**config.mk**
```make
export PLATFORM = sky130hd
export DESIGN_NAME = overwriting_ring_buffer_core_flat
export DESIGN_NICKNAME = d
export VERILOG_FILES = /design/src/hw/rtl/orbc_pkg.sv /design/src/hw/rtl/orbc_in_if.sv /design/src/hw/rtl/orbc_out_if.sv /design/src/hw/rtl/orbc_cfg_if.sv /design/src/hw/rtl/orbc_ram.sv /design/src/hw/rtl/orbc_ctrl.sv /design/src/hw/rtl/orbc_dpath.sv /design/src/hw/rtl/overwriting_ring_buffer_core.sv /design/src/flat_wrapper.sv
export VERILOG_INCLUDE_DIRS = /design/src /design/src/hw/rtl
export SDC_FILE = /design/constraint.sdc
export NUM_CORES = 1
export LEC_CHECK = 0
export ABC_AREA = 1
export BUFFER_PORTS_ARGS = -buffer_cell sky130_fd_sc_hd__buf_2
export CAP_MARGIN = 10
export CORE_MARGIN = 3
export CORE_UTILIZATION = 45
export DETAILED_ROUTE_END_ITERATION = 7
export GPL_TIMING_DRIVEN = 1
export HOLD_SLACK_MARGIN = 0.02
export PLACE_DENSITY_LB_ADDON = 0.15
export SLEW_MARGIN = 20
export SYNTH_ARGS = -nofsm -noshare
export SYNTH_HDL_FRONTEND = slang
export SYNTH_SLANG_ARGS = --single-unit
```
**constraint.sdc**
```tcl
create_clock -name clk_i -period 5.43 [get_ports clk_i]
set_input_delay 1.086 -clock clk_i [delete_from_list [all_inputs] [get_ports clk_i]]
set_output_delay 1.086 -clock clk_i [all_outputs]
set_load 0.01 [all_outputs]
```
**src/hw/rtl/overwriting_ring_buffer_core_macros.svh**
```systemverilog
// Assertion macros for the overwriting ring buffer core.
`ifndef OVERWRITING_RING_BUFFER_CORE_MACROS_SVH
`define OVERWRITING_RING_BUFFER_CORE_MACROS_SVH
`ifndef SYNTHESIS
// Checked only out of reset.
`define ORBC_ASSERT(lbl, prop, msg) \
  lbl: assert property (@(posedge clk_i) disable iff (!rst_ni) prop) else $error(msg);
// Checked at every edge, reset included.
`define ORBC_ASSERT_ALWAYS(lbl, prop, msg) \
  lbl: assert property (@(posedge clk_i) prop) else $error(msg);
`else
`define ORBC_ASSERT(lbl, prop, msg)
`define ORBC_ASSERT_ALWAYS(lbl, prop, msg)
`endif
`endif

```
**src/hw/rtl/orbc_pkg.sv**
```systemverilog
// Shared types and constants of the overwriting ring buffer.
`default_nettype none
package orbc_pkg;

  localparam int CmdW      = 2;
  localparam int PeekIdxW  = 6;
  localparam int CapCfgW   = 5;
  localparam int CapMax    = 31;
  localparam int CapReset  = 16;

  typedef enum logic [CmdW-1:0] {
    CMD_PUSH = 2'd0,
    CMD_POP  = 2'd1,
    CMD_PEEK = 2'd2
  } cmd_e;

  typedef enum logic [1:0] {
    S_IDLE = 2'b01,
    S_EXEC = 2'b10
  } state_e;

  // Controller to datapath
  typedef struct packed {
    logic cfg_wr;
    logic start;
    logic load_out;
    logic take_out;
  } ctl_t;

  // Datapath to controller
  typedef struct packed {
    logic out_full;
  } sts_t;

endpackage
`default_nettype wire

```
**src/hw/rtl/orbc_in_if.sv**
```systemverilog
// Command channel: command, push word and peek offset.
`default_nettype none
interface orbc_in_if
  import orbc_pkg::*;
#(
  parameter int DATA_WIDTH = 32
);
  logic                       valid;
  logic                       ready;
  logic [CmdW-1:0]            cmd;
  logic [DATA_WIDTH-1:0]      push_data;
  logic signed [PeekIdxW-1:0] peek_index;

  modport source (output valid, output cmd, output push_data, output peek_index,
                  input ready);
  modport sink   (input valid, input cmd, input push_data, input peek_index,
                  output ready);
endinterface
`default_nettype wire

```
**src/hw/rtl/orbc_out_if.sv**
```systemverilog
// Result channel: returned word and its valid flag.
`default_nettype none
interface orbc_out_if #(
  parameter int DATA_WIDTH = 32
);
  logic                  valid;
  logic                  ready;
  logic [DATA_WIDTH-1:0] result_data;
  logic                  result_valid;

  modport source (output valid, output result_data, output result_valid, input ready);
  modport sink   (input valid, input result_data, input result_valid, output ready);
endinterface
`default_nettype wire

```
**src/hw/rtl/orbc_cfg_if.sv**
```systemverilog
// Configuration channel: capacity write.
`default_nettype none
interface orbc_cfg_if
  import orbc_pkg::*;
();
  logic               valid;
  logic               ready;
  logic [CapCfgW-1:0] capacity;

  modport source (output valid, output capacity, input ready);
  modport sink   (input valid, input capacity, output ready);
endinterface
`default_nettype wire

```
**src/hw/rtl/orbc_ram.sv**
```systemverilog
// Generic single-port-write, single-port-read RAM with registered read.
`default_nettype none
module orbc_ram #(
  parameter int WIDTH = 32,
  parameter int DEPTH = 16
) (
  input  wire logic                     clk_i,
  input  wire logic                     we_i,
  input  wire logic [$clog2(DEPTH)-1:0] waddr_i,
  input  wire logic [WIDTH-1:0]         wdata_i,
  input  wire logic                     re_i,
  input  wire logic [$clog2(DEPTH)-1:0] raddr_i,
  output logic      [WIDTH-1:0]         rdata_o
);
  logic [WIDTH-1:0] mem_q [DEPTH];
  logic [WIDTH-1:0] rdata_q;

  // Read returns the old word on a same-address write
  always_ff @(posedge clk_i) begin
    if (we_i) begin
      mem_q[waddr_i] <= wdata_i;
    end
    if (re_i) begin
      rdata_q <= mem_q[raddr_i];
    end
  end

  assign rdata_o = rdata_q;
endmodule
`default_nettype wire

```
**src/hw/rtl/orbc_ctrl.sv**
```systemverilog
// Controller: sequences one command through the slot store and the output register.
`default_nettype none
module orbc_ctrl
  import orbc_pkg::*;
(
  input  wire logic clk_i,
  input  wire logic rst_ni,
  input  wire logic in_valid_i,
  input  wire logic out_ready_i,
  input  wire logic cfg_valid_i,
  input  wire sts_t sts_i,
  output ctl_t      ctl_o,
  output logic      in_ready_o,
  output logic      cfg_ready_o
);
  state_e state_q, state_d;
  logic   load_ok;

  assign load_ok = !sts_i.out_full || out_ready_i;

  always_comb begin
    state_d        = state_q;
    ctl_o.cfg_wr   = cfg_valid_i;
    ctl_o.start    = 1'b0;
    ctl_o.load_out = 1'b0;
    ctl_o.take_out = out_ready_i;
    case (state_q)
      S_IDLE: begin
        if (in_valid_i) begin
          ctl_o.start = 1'b1;
          state_d     = S_EXEC;
        end
      end
      S_EXEC: begin
        // hold the read word until the output register is free
        if (load_ok) begin
          ctl_o.load_out = 1'b1;
          state_d        = S_IDLE;
        end
      end
      default: begin
        state_d = S_IDLE;
      end
    endcase
  end

  assign in_ready_o  = (state_q == S_IDLE);
  assign cfg_ready_o = 1'b1;

  always_ff @(posedge clk_i or negedge rst_ni) begin
    if (!rst_ni) begin
      state_q <= S_IDLE;
    end else begin
      state_q <= state_d;
    end
  end
endmodule
`default_nettype wire

```
**src/hw/rtl/orbc_dpath.sv**
```systemverilog
// Datapath: pointers, valid bits, slot store and output register.
`default_nettype none
module orbc_dpath
  import orbc_pkg::*;
#(
  parameter int DEPTH      = 16,
  parameter int DATA_WIDTH = 32
) (
  input  wire logic                       clk_i,
  input  wire logic                       rst_ni,
  input  wire ctl_t                       ctl_i,
  output sts_t                            sts_o,
  input  wire logic [CmdW-1:0]            cmd_i,
  input  wire logic [DATA_WIDTH-1:0]      push_data_i,
  input  wire logic signed [PeekIdxW-1:0] peek_index_i,
  input  wire logic [CapCfgW-1:0]         capacity_i,
  output logic                            out_valid_o,
  output logic [DATA_WIDTH-1:0]           result_data_o,
  output logic                            result_valid_o
);
  // Only slots below the largest writable capacity are ever addressed
  localparam int Slots  = (DEPTH < CapMax) ? DEPTH : CapMax;
  localparam int IdxW   = $clog2(Slots);
  localparam int CapW   = $clog2(Slots + 1);
  localparam int CapRst = (Slots < CapReset) ? Slots : CapReset;
  localparam logic [CapCfgW-1:0] SlotsCfg = CapCfgW'(Slots);

  logic [CapW-1:0]       cap_q, cap_d;
  logic [IdxW-1:0]       head_q, head_d;
  logic [IdxW-1:0]       tail_q, tail_d;
  logic                  empty_q, empty_d;
  logic [Slots-1:0]      valid_q, valid_d;
  logic                  hit_q, hit_d;
  logic                  out_valid_q, out_valid_d;
  logic [DATA_WIDTH-1:0] out_data_q;
  logic                  out_hit_q;

  logic [IdxW-1:0]       raddr;
  logic [IdxW-1:0]       head_next, tail_next, peek_pos;
  logic                  peek_ok;
  logic [PeekIdxW-1:0]   idx_u, cap_x, pos_sum;
  logic [CapW-1:0]       cap_clamped;
  logic                  push_we;
  logic [DATA_WIDTH-1:0] ram_rdata;

  function automatic logic [IdxW-1:0] wrap_next(input logic [IdxW-1:0] v,
                                                input logic [CapW-1:0] cap);
    logic [CapW-1:0] inc;
    inc = CapW'(v) + CapW'(1);
    return (inc >= cap) ? '0 : IdxW'(inc);
  endfunction

  always_comb begin
    if (capacity_i == '0) begin
      cap_clamped = CapW'(1);
    end else if (capacity_i > SlotsCfg) begin
      cap_clamped = CapW'(Slots);
    end else begin
      cap_clamped = CapW'(capacity_i);
    end
  end

  assign head_next = wrap_next(head_q, cap_q);
  assign tail_next = wrap_next(tail_q, cap_q);

  // Peek position: newest for a negative offset, else tail plus offset wrapped once
  always_comb begin
    idx_u   = peek_index_i;
    cap_x   = PeekIdxW'(cap_q);
    pos_sum = PeekIdxW'(tail_q) + idx_u;
    if (pos_sum >= cap_x) begin
      pos_sum = pos_sum - cap_x;
    end
    if (peek_index_i < 0) begin
      peek_ok  = 1'b1;
      peek_pos = (head_q == '0) ? IdxW'(cap_q - CapW'(1)) : head_q - IdxW'(1);
    end else begin
      peek_ok  = (idx_u < cap_x);
      peek_pos = IdxW'(pos_sum);
    end
  end

  always_comb begin
    cap_d   = cap_q;
    head_d  = head_q;
    tail_d  = tail_q;
    empty_d = empty_q;
    valid_d = valid_q;
    hit_d   = hit_q;
    raddr   = tail_q;
    push_we = 1'b0;
    if (ctl_i.cfg_wr) begin
      cap_d   = cap_clamped;
      head_d  = '0;
      tail_d  = '0;
      empty_d = 1'b1;
      valid_d = '0;
    end else if (ctl_i.start) begin
      hit_d = 1'b0;
      case (cmd_e'(cmd_i))
        CMD_PUSH: begin
          raddr   = head_q;
          push_we = 1'b1;
          hit_d   = valid_q[head_q];
          // evict the oldest word when the head slot is still occupied
          if (valid_q[head_q]) begin
            tail_d = head_next;
          end else if (empty_q) begin
            tail_d = head_q;
          end
          valid_d[head_q] = 1'b1;
          empty_d         = 1'b0;
          head_d          = head_next;
        end
        CMD_POP: begin
          raddr = tail_q;
          if (!empty_q) begin
            hit_d           = valid_q[tail_q];
            valid_d[tail_q] = 1'b0;
            tail_d          = tail_next;
            if (tail_next == head_q) begin
              empty_d = 1'b1;
            end
          end
        end
        CMD_PEEK: begin
          raddr = peek_pos;
          if (!empty_q && peek_ok) begin
            hit_d = valid_q[peek_pos];
          end
        end
        default: begin
          hit_d = 1'b0;
        end
      endcase
    end
  end

  always_comb begin
    out_valid_d = out_valid_q;
    if (ctl_i.load_out) begin
      out_valid_d = 1'b1;
    end else if (ctl_i.take_out) begin
      out_valid_d = 1'b0;
    end
  end

  orbc_ram #(
    .WIDTH (DATA_WIDTH),
    .DEPTH (Slots)
  ) u_slots (
    .clk_i   (clk_i),
    .we_i    (push_we),
    .waddr_i (head_q),
    .wdata_i (push_data_i),
    .re_i    (ctl_i.start),
    .raddr_i (raddr),
    .rdata_o (ram_rdata)
  );

  always_ff @(posedge clk_i or negedge rst_ni) begin
    if (!rst_ni) begin
      cap_q       <= CapW'(CapRst);
      head_q      <= '0;
      tail_q      <= '0;
      empty_q     <= 1'b1;
      valid_q     <= '0;
      out_valid_q <= 1'b0;
    end else begin
      cap_q       <= cap_d;
      head_q      <= head_d;
      tail_q      <= tail_d;
      empty_q     <= empty_d;
      valid_q     <= valid_d;
      out_valid_q <= out_valid_d;
    end
  end

  always_ff @(posedge clk_i) begin
    hit_q <= hit_d;
    if (ctl_i.load_out) begin
      out_data_q <= hit_q ? ram_rdata : '0;
      out_hit_q  <= hit_q;
    end
  end

  assign sts_o.out_full  = out_valid_q;
  assign out_valid_o     = out_valid_q;
  assign result_data_o   = out_data_q;
  assign result_valid_o  = out_hit_q;
endmodule
`default_nettype wire

```
**src/hw/rtl/overwriting_ring_buffer_core.sv**
```systemverilog
// Top level of the overwriting ring buffer: controller, datapath and checks.
//
//   channel | dir | payload                          | transfer when
//   in_i    | in  | cmd, push_data, peek_index       | in_i.valid & in_i.ready
//   out_o   | out | result_data, result_valid        | out_o.valid & out_o.ready
//   cfg_i   | in  | capacity                         | cfg_i.valid & cfg_i.ready
//
// In S_IDLE a command updates pointers and valid bits and starts the slot RAM
// access; in S_EXEC the registered read word moves to the output register.
// No new command is taken until the controller is back in idle, which it only
// reaches once the registered read word has moved into the output register.
// The output register holds a result while the next command is taken; a
// stalled output holds the second command in S_EXEC.
// Reset is asynchronous and immediate: buffer empty, capacity sixteen (or DEPTH).
`default_nettype none
`include "overwriting_ring_buffer_core_macros.svh"
module overwriting_ring_buffer_core
  import orbc_pkg::*;
#(
  parameter int DEPTH      = 16,
  parameter int DATA_WIDTH = 32
) (
  input  wire logic   clk_i,
  input  wire logic   rst_ni,
  orbc_in_if.sink     in_i,
  orbc_out_if.source  out_o,
  orbc_cfg_if.sink    cfg_i
);
  ctl_t ctl;
  sts_t sts;

  orbc_ctrl u_ctrl (
    .clk_i       (clk_i),
    .rst_ni      (rst_ni),
    .in_valid_i  (in_i.valid),
    .out_ready_i (out_o.ready),
    .cfg_valid_i (cfg_i.valid),
    .sts_i       (sts),
    .ctl_o       (ctl),
    .in_ready_o  (in_i.ready),
    .cfg_ready_o (cfg_i.ready)
  );

  orbc_dpath #(
    .DEPTH      (DEPTH),
    .DATA_WIDTH (DATA_WIDTH)
  ) u_dpath (
    .clk_i          (clk_i),
    .rst_ni         (rst_ni),
    .ctl_i          (ctl),
    .sts_o          (sts),
    .cmd_i          (in_i.cmd),
    .push_data_i    (in_i.push_data),
    .peek_index_i   (in_i.peek_index),
    .capacity_i     (cfg_i.capacity),
    .out_valid_o    (out_o.valid),
    .result_data_o  (out_o.result_data),
    .result_valid_o (out_o.result_valid)
  );

  `ORBC_ASSERT(a_busy_after_transfer, (in_i.valid && in_i.ready) |=> !in_i.ready, "taken while busy")
  `ORBC_ASSERT(a_load_into_free, ctl.load_out |-> (!sts.out_full || out_o.ready), "result overwritten")
  `ORBC_ASSERT(a_start_load_apart, !(ctl.start && ctl.load_out), "start and load in one cycle")
  `ORBC_ASSERT_ALWAYS(a_quiet_in_reset, !rst_ni |=> !out_o.valid, "result offered after reset")
endmodule
`default_nettype wire

```
**src/flat_wrapper.sv**
```systemverilog
// flat-port wrapper written by rule: the top's interface ports become plain ports
module overwriting_ring_buffer_core_flat import orbc_pkg::*;
#(
  parameter int DEPTH      = 16,
  parameter int DATA_WIDTH = 32
)
  (clk_i, rst_ni, in_i_valid, in_i_cmd, in_i_push_data, in_i_peek_index, in_i_ready, out_o_valid, out_o_result_data, out_o_result_valid, out_o_ready, cfg_i_valid, cfg_i_capacity, cfg_i_ready);
  orbc_in_if #(.DATA_WIDTH(DATA_WIDTH)) in_i_i ();
  orbc_out_if #(.DATA_WIDTH(DATA_WIDTH)) out_o_i ();
  orbc_cfg_if cfg_i_i ();
  input  wire logic clk_i;
  input  wire logic rst_ni;
  input wire logic [$bits(in_i_i.valid)-1:0] in_i_valid;
  input wire logic [$bits(in_i_i.cmd)-1:0] in_i_cmd;
  input wire logic [$bits(in_i_i.push_data)-1:0] in_i_push_data;
  input wire logic [$bits(in_i_i.peek_index)-1:0] in_i_peek_index;
  output wire logic [$bits(in_i_i.ready)-1:0] in_i_ready;
  output wire logic [$bits(out_o_i.valid)-1:0] out_o_valid;
  output wire logic [$bits(out_o_i.result_data)-1:0] out_o_result_data;
  output wire logic [$bits(out_o_i.result_valid)-1:0] out_o_result_valid;
  input wire logic [$bits(out_o_i.ready)-1:0] out_o_ready;
  input wire logic [$bits(cfg_i_i.valid)-1:0] cfg_i_valid;
  input wire logic [$bits(cfg_i_i.capacity)-1:0] cfg_i_capacity;
  output wire logic [$bits(cfg_i_i.ready)-1:0] cfg_i_ready;
  assign in_i_i.valid = in_i_valid;
  assign in_i_i.cmd = in_i_cmd;
  assign in_i_i.push_data = in_i_push_data;
  assign in_i_i.peek_index = in_i_peek_index;
  assign in_i_ready = in_i_i.ready;
  assign out_o_valid = out_o_i.valid;
  assign out_o_result_data = out_o_i.result_data;
  assign out_o_result_valid = out_o_i.result_valid;
  assign out_o_i.ready = out_o_ready;
  assign cfg_i_i.valid = cfg_i_valid;
  assign cfg_i_i.capacity = cfg_i_capacity;
  assign cfg_i_ready = cfg_i_i.ready;
  overwriting_ring_buffer_core #(.DEPTH(DEPTH), .DATA_WIDTH(DATA_WIDTH)) u_core (.clk_i(clk_i), .rst_ni(rst_ni), .in_i(in_i_i), .out_o(out_o_i), .cfg_i(cfg_i_i));
endmodule
```
; ---- Word-level counts from Yosys, hierarchy flattened
; Memory sizes are Yosys's and may differ from the RTL's. A register that Yosys moved wholly into a read port is not among the register bits.
; Index checks and enable logic that the tools add are counted.
; W data, S select, Z words.
[totals]
regBits = 67
mem_bits_rw = 512
inputBits = 50
output_inout_bits = 36
elab_cells = 116
mem_count = 1
[classes]
n_addsub = 6
n_lt_le_gt_ge = 11
eq_ne = 9
muxes = 56
n_bitwise = 4
reduce_logical = 19
[mem_list]
columns = name, depth, word_bits, read_ports, rd_clocked_by_memory_dff, wr, line
row1 = u_core.u_dpath.u_slots.mem_q, 16, 32, 1, 1, 1, orbc_ram.sv:15  ; logic [WIDTH-1:0] mem_q [DEPTH];
[ops]
columns = cell, n
row1 = $mux W4, 15
row2 = $mux W16, 3
row3 = $pmux W16 S2, 1
row4 = $mux W1, 23
row5 = $and A16 B16 Y16, 1
row6 = $not A16 Y16, 1
row7 = $or A16 B16 Y16, 1
row8 = $pmux W4 S2, 2
row9 = $lt A4 B5 Y1 const B, 3
row10 = $bmux W1 S4, 3
row11 = $add A4 B1 Y5 const B, 2
row12 = $ge A5 B5 Y1, 2
row13 = $mux W5, 2
row14 = $demux W1 S4, 2
row15 = $ge A4 B1 Y1 const B, 2
row16 = $reduce_and A2 Y1, 4
row17 = $sub A4 B1 Y4 const B, 2
row18 = $add A4 B6 Y6, 1
row19 = $ge A6 B5 Y1, 1
row20 = $lt A6 B1 Y1 const B, 1
row21 = $lt A6 B5 Y1, 1
row22 = $reduce_bool A2 Y1, 3
row23 = $gt A5 B5 Y1 const B, 1
row24 = $logic_not A5 Y1, 1
row25 = 20 further kinds, 27

; ---- Logic depth before layout (Yosys ltp)
[logic_depth]
word_depth = 10
ltp_mapped = 24
depth_no_buf = 22

; ---- Hierarchy
; A second synthesis with hierarchy kept.
[hier_totals]
cells_unflattened = 2741
hier_area_um2 = 27909.3
[modules_own_cells]
columns = mod, n_inst, cells_per_inst, area_per_inst_um2, seq_area_each_um2
row1 = orbc_ram, 1, 2120, 23050.9, 16335.7
row2 = orbc_dpath, 1, 598, 4714.5, 1799.2
row3 = orbc_ctrl, 1, 23, 143.9, 51.3

; ---- Least setup slack after synthesis
; Ideal clock, no wire load.
[synth_timing]
kind = input to register
startpoint = in in_i_valid
endpoint = mem u_core.u_dpath.u_slots.mem_q[3][0], enable pin
setup_ns = 0.502
arrival_ns = 5.408
required_ns = 4.928
setup_slack_ns = -0.479
cell_stages = 7
path_buffers = 1
cell_sequence = inv_1 nor2_4 nand2_2 nor2_4 nand2_2 clkbuf_1 nor4_1
[synth_via]
elab_chain_len = 6
[synth_rtl]
columns = element, line
row1 = start: declaration, flat_wrapper.sv:13  ; input wire logic [$bits(in_i_i.valid)-1:0] in_i_valid;
row2 = $mux W1, orbc_ctrl.sv:29  ; if (in_valid_i) begin
row3 = $mux W1, orbc_ctrl.sv:27  ; case (state_q)
row4 = named net u_core.u_dpath.u_slots.re_i, orbc_ram.sv:11  ; input wire logic re_i,
row5 = $mux W1, orbc_dpath.sv:98  ; end else if (ctl_i.start) begin
row6 = $mux W1, orbc_dpath.sv:92  ; if (ctl_i.cfg_wr) begin
row7 = $mux W1, orbc_ram.sv:20  ; if (we_i) begin
row8 = $mux W1 (implied by the code), orbc_ram.sv:21  ; mem_q[waddr_i] <= wdata_i;
row9 = end: declaration, orbc_ram.sv:15
; The timed path passes the listed nets, and every way through them passes these cells.

; ---- Worst setup path in the final report
[layout_timing]
startpoint = reg u_core.u_dpath.tail_q[1]
endpoint = reg u_core.u_dpath.u_slots.rdata_q[28] (netlist: u_core.u_dpath.u_slots.rdata_o[28]) (read register of u_core.u_dpath.u_slots.mem_q) (data pin)
[layout_via]
elab_chain_len = 7
elab_cells_between_ends = 8
classes_between = add/sub (2) / order compare (1) / mux (5)
[layout_rtl]
columns = element, line
row1 = start: declaration, orbc_dpath.sv:30  ; logic [IdxW-1:0] tail_q, tail_d;
row2 = start signal: assignment, orbc_dpath.sv:172  ; tail_q <= tail_d;
row3 = $add A4 B6 Y6, orbc_dpath.sv:70  ; pos_sum = PeekIdxW'(tail_q) + idx_u;
row4 = $ge A6 B5 Y1 or $sub A4 B4 Y4 (tied branches), "orbc_dpath.sv:71, orbc_dpath.sv:72"
row5 = $mux W4, orbc_dpath.sv:71  ; if (pos_sum >= cap_x) begin
row6 = $mux W4, orbc_dpath.sv:74  ; if (peek_index_i < 0) begin
row7 = $pmux W4 S2, orbc_dpath.sv:100  ; case (cmd_e'(cmd_i))
row8 = $mux W4, orbc_dpath.sv:98
row9 = $mux W4 (*), orbc_dpath.sv:92
row10 = end: declaration, orbc_ram.sv:16  ; logic [WIDTH-1:0] rdata_q;
; Every way passes the cells marked *; elsewhere a longest branch is shown, timed or not.
; A chain may end at the register's enable or synchronous reset.

==> parameters.txt <==
Parameter                              Value

Synthesis
  Summed instance area of the synthesized netlist    27770 sq um
  Mean area per synthesized cell    10.66 sq um
  Flops & latches, synth    roughly 610
  Post-synth net total    2690
  Sequential share of the synthesized area    0.6550
  Number of standard cells after synthesis    approximately 2600
  Number of distinct library cell variants in the gate-level netlist after synthesis    between 40 and 50
  Yosys warning total    0

STA
  Total negative slack    0 ns
  Share of the clock period used by the worst path    0.8082
  Rel. slew slack    0.2408
  Max-slew violation total from the final report    0
  Timing-limited maximum frequency    roughly 0.23 GHz
  Worst slack on hold paths    ~0.5 ns
  Clock skew after layout    approximately 0.018 ns
  Number of setup violations in the final report    0
  RSZ-0062 raised after global routing    no
  Final number of hold-violating endpoints    0
  Time the worst path needs with I/O delays and setup    4.388 ns
  Transition time at the pin with the least slew margin    roughly 1.1 ns

Route
  Via Count    roughly 19000
  Routed Wire Length    73.55 mm
  Average routed wire per standard cell    21.09 microns
  Antenna-violating nets left    0
  TritonRoute pass-1 iters    6
  Violation count after the first detailed-routing iteration    around 1600
  Drc violations    0
  Vias per cell    approximately 5.4

CTS
  Number of buffers inserted for hold repair after clock tree synthesis    0
  Maximum root-to-sink buffer count    3
  Clk slew on worst S/H paths    approximately 0.06 ns
  Post-CTS setup buffer count    0
  Later-pin clock latency in the skew report    roughly 0.61 ns
  CTS buffer count    67
  Count of H-tree levels built during CTS    3
  # clock sinks    about 600
  Buffer type at the clock tree root    sky130_fd_sc_hd__clkbuf_16
  CTS tree    built
  Post_cts resized    0

Global routing
  Residual overflow from global routing    0
  Number of antenna violations at the first check in global routing    2
  Vias in the first global route    roughly 18000
  Pin count of the biggest net entering global routing    169
  Wire length of the first global-routing pass    between 100 and 150 mm
  Total GRT Usage    0.2289

Placed design
  Buffers added on ports    84
  Routability cong.    approximately 0.91
  Detailed placement HPWL    approximately 38 mm

Power and ir drop
  Maximum ir drop on the vdd rail    around 240 uV
  Portion of total power attributed to sequential cells    0.480
  Net Sw Power    ~2.9 mW
  Total power divided by cell area    between 300 and 400 nW/um^2
  Switching Fraction    0.2618
  Clock power share    0.386
  Int Pwr    about 8 mW
  Leakage power    around 13 nW
  Proportion of power drawn by combinational gates    0.134
  Post-layout total power    11.00 mW

Setup path
  Launch point of the critical path    u_core.u_dpath.tail_q[1]
  Largest fanout on the critical path    168
  Worst path slowest cell    sky130_fd_sc_hd__dfrtp_1
  WP data arrival    between 4 and 5 ns
  Cell-by-cell listing of the critical path    ha_1 -> nand2_1 -> nand2_1 -> and2_1 -> xor2_1 -> ha_1 -> nand2_1 -> nand2_1 -> nand2_1 -> nand2_1 -> nor2_4 -> nand3_2 -> nand2_2 -> nand3_4 -> nand3_4 -> buf_12 -> nand3_1 -> nand3_1 -> nand3_1 -> nand3_1 -> nand2_1
  Reg2reg start    u_core.u_dpath.tail_q[1]
  Type of origin of the critical path    register
  Delay of the slowest critical-path stage    0.73 ns
  Category of the worst setup path capture point    register
  Required time of the worst setup path    between 5 and 6 ns
  Crit Path Category    reg2reg
  Worst path most repeated cell    sky130_fd_sc_hd__nand2_1

Floorplan
  Die Wd    254.4 microns
  Die Outline Area    around 65000 sq um
  Number of placed I/O pins    86
  Chip height    approximately 250 microns
  Placement row count    90
  Effective utilization at floorplan    0.4575
  Placeable core region    slightly above 60000 sq um

Min path
  Startpoint of the most critical hold path    u_core.u_dpath.u_slots.rdata_o[26]
  Hold/Removal Path Class    reg2reg

Finish
  Core occupancy in the finished layout    0.5119
  Layout cell share with drive strength beyond 1    0.1020
  Number of nets in the layout    2739
  Layout overhead on the synthesized area    11.91%

Run
  Number of max-cap violations    0

Status
  Run status    complete, no violations
-- flip-flops by register name (all words and copies together), names as in the netlist, 2 cells and up --
name / flops
u_core.u_dpath.u_slots.mem_q: 512
u_core.u_dpath.result_data_o: 32
u_core.u_dpath.u_slots.rdata_o: 32
u_core.u_dpath.valid_q: 16
u_core.u_dpath.cap_q: 5
u_core.u_dpath.head_q: 4
u_core.u_dpath.tail_q: 4
u_core.u_ctrl.state_q: 2
-- per-layer routing --
metal | GRT usage | vias up | part of all wire
met5 | 0 | - | 0.00018
met4 | 0.06913 | 2 | 0.026
met3 | 0.03773 | 135 | 0.062
met2 | 0.3768 | 632 | 0.47
met1 | 0.3143 | 9156 | 0.44
li1 | - | 8964 | -
-- critical path: cells and delay by family (launching register included) --
family                     cells  cell delay, ns
and+or+nand+nor               17            1.79
DFF                            1            0.73
adders and majority gates      2            0.67
buffers and inverters          1            0.55
xor gates and xnor gates       1            0.21
-- area by class of cell --
cell class / instances / area [sq um]
Antenna cell: 1 / 2.502
Clock buffer: 85 / 1807
Clock inverter: 35 / 206.4
Fill cell: 5333 / 29620
Inverter: 341 / 1287
Multi-Input combinational cell: 1502 / 7667
Sequential cell: 611 / 18190
Tap cell: 782 / 978.4
Timing Repair Buffer: 131 / 935.9
-- power groups by stage --
| stage | Sequential [mW] | Clock (mW) | Combinational, mW |
|---|---|---|---|
| 3_5_place_dp | 5.38 | 0 | 1.47 |
| 3_3_place_gp | 5.38 | 0 | 1.45 |
| 4_1_cts | 5.28 | 4.33 | 1.48 |
| 2_1_floorplan | 5.37 | 0 | 1.04 |
| 5_1_grt | 5.29 | 4.50 | 1.66 |
| 6_report | 5.28 | 4.24 | 1.47 |
-- per-stage QoR --
| step | worst slack, ns | area [sq um] | cells |
|---|---|---|---|
| 6_report | 1.042 | 31070 | 3488 |
| 5_1_grt | 0.7484 | 31070 | 3488 |
| 4_1_cts | 1.141 | 31070 | 3487 |
| 3_5_place_dp | 0.6358 | 29060 | 3367 |
| 3_3_place_gp | 0.7177 | 29060 | 3367 |
| 2_1_floorplan | 0.8699 | 27770 | 2605 |
-- kinds of logic (layout without fill, tap and decap cells) --
kind of cell | count (synthesis) | count (layout) | synth area share
AOI/OAI and AO/OA | 122 | 122 | 0.02713
xor gates and xnor gates | 11 | 11 | 0.003470
adders and majority gates | 35 | 35 | 0.01631
buffers and inverters | 492 | 592 | 0.07503
DFF | 611 | 611 | 0.6550
other | 1 | 2 | 0.0001351
and+or+nand+nor | 1333 | 1333 | 0.2229
-- final timing paths --
kind | endpoint | slack (ns) | cells after the start
max in group asynchronous | u_core.u_dpath.valid_q[13] | 4.30 | 1
min reg2reg | u_core.u_dpath.result_data_o[26] | 0.50 | 2
max reg2reg | u_core.u_dpath.u_slots.rdata_o[28] | 1.04 | 21
min in group asynchronous | u_core.u_dpath.cap_q[3] | 0.59 | 1
max | u_core.u_dpath.u_slots.rdata_o[28] | 1.04 | 21
min | u_core.u_dpath.result_data_o[26] | 0.50 | 2
-- synthesized netlist by cell type (all sizes together) --
| library cell | number | area share |
|---|---|---|
| nand2 | 609 | 0.083 |
| edfxtp | 578 | 0.63 |
| nand3 | 551 | 0.10 |
| inv | 340 | 0.046 |
| buf | 119 | 0.025 |
| nand3b | 96 | 0.026 |
| nor2 | 62 | 0.0098 |
| o21ai | 38 | 0.0075 |
| a21oi | 36 | 0.0070 |
| ha | 33 | 0.015 |
| clkbuf | 32 | 0.0043 |
| dfrtp | 30 | 0.027 |
| a31oi | 14 | 0.0034 |
| o22ai | 12 | 0.0027 |
| xor2 | 11 | 0.0035 |
| a311oi | 9 | 0.0028 |
| o21a | 7 | 0.0019 |
| nand4 | 6 | 0.0016 |
| dfstp | 3 | 0.0028 |
| nor3 | 3 | 0.00054 |
| or2 | 3 | 0.00068 |
| fa | 2 | 0.0014 |
| nor4 | 2 | 0.00045 |
| o211ai | 2 | 0.00054 |
| a211oi | 1 | 0.00027 |
| a21boi | 1 | 0.00027 |
| and2 | 1 | 0.00023 |
| clkinv | 1 | 0.00014 |
| conb | 1 | 0.00014 |
| o21bai | 1 | 0.00027 |
| o221a | 1 | 0.00041 |
-- cells in the final DEF (no fill, tap or decap), types with 3 or more instances in the layout --
master,Yosys,final
sky130_fd_sc_hd__inv_2,11,10
sky130_fd_sc_hd__nor2_4,3,19
sky130_fd_sc_hd__a311oi_1,9,9
sky130_fd_sc_hd__buf_12,0,13
sky130_fd_sc_hd__edfxtp_1,578,578
sky130_fd_sc_hd__inv_1,329,329
sky130_fd_sc_hd__nand3_1,547,547
sky130_fd_sc_hd__a31oi_1,13,13
sky130_fd_sc_hd__nand2_2,6,5
sky130_fd_sc_hd__nor3_1,3,3
sky130_fd_sc_hd__nand3b_1,96,96
sky130_fd_sc_hd__o22ai_1,12,12
sky130_fd_sc_hd__dfstp_2,3,3
sky130_fd_sc_hd__nand2_1,602,600
sky130_fd_sc_hd__buf_4,29,34
sky130_fd_sc_hd__o21ai_0,35,35
sky130_fd_sc_hd__a21oi_1,34,34
sky130_fd_sc_hd__clkinv_2,0,10
sky130_fd_sc_hd__nor2_1,58,42
sky130_fd_sc_hd__nand2_4,1,3
sky130_fd_sc_hd__clkbuf_16,0,69
sky130_fd_sc_hd__inv_6,0,4
sky130_fd_sc_hd__xor2_1,11,11
sky130_fd_sc_hd__clkinv_1,1,20
sky130_fd_sc_hd__clkbuf_1,32,14
sky130_fd_sc_hd__nand4_1,5,5
sky130_fd_sc_hd__ha_1,33,33
sky130_fd_sc_hd__dfrtp_1,30,30
sky130_fd_sc_hd__buf_2,72,84
sky130_fd_sc_hd__o21a_1,7,7
Power figures use the tool's default switching activity.
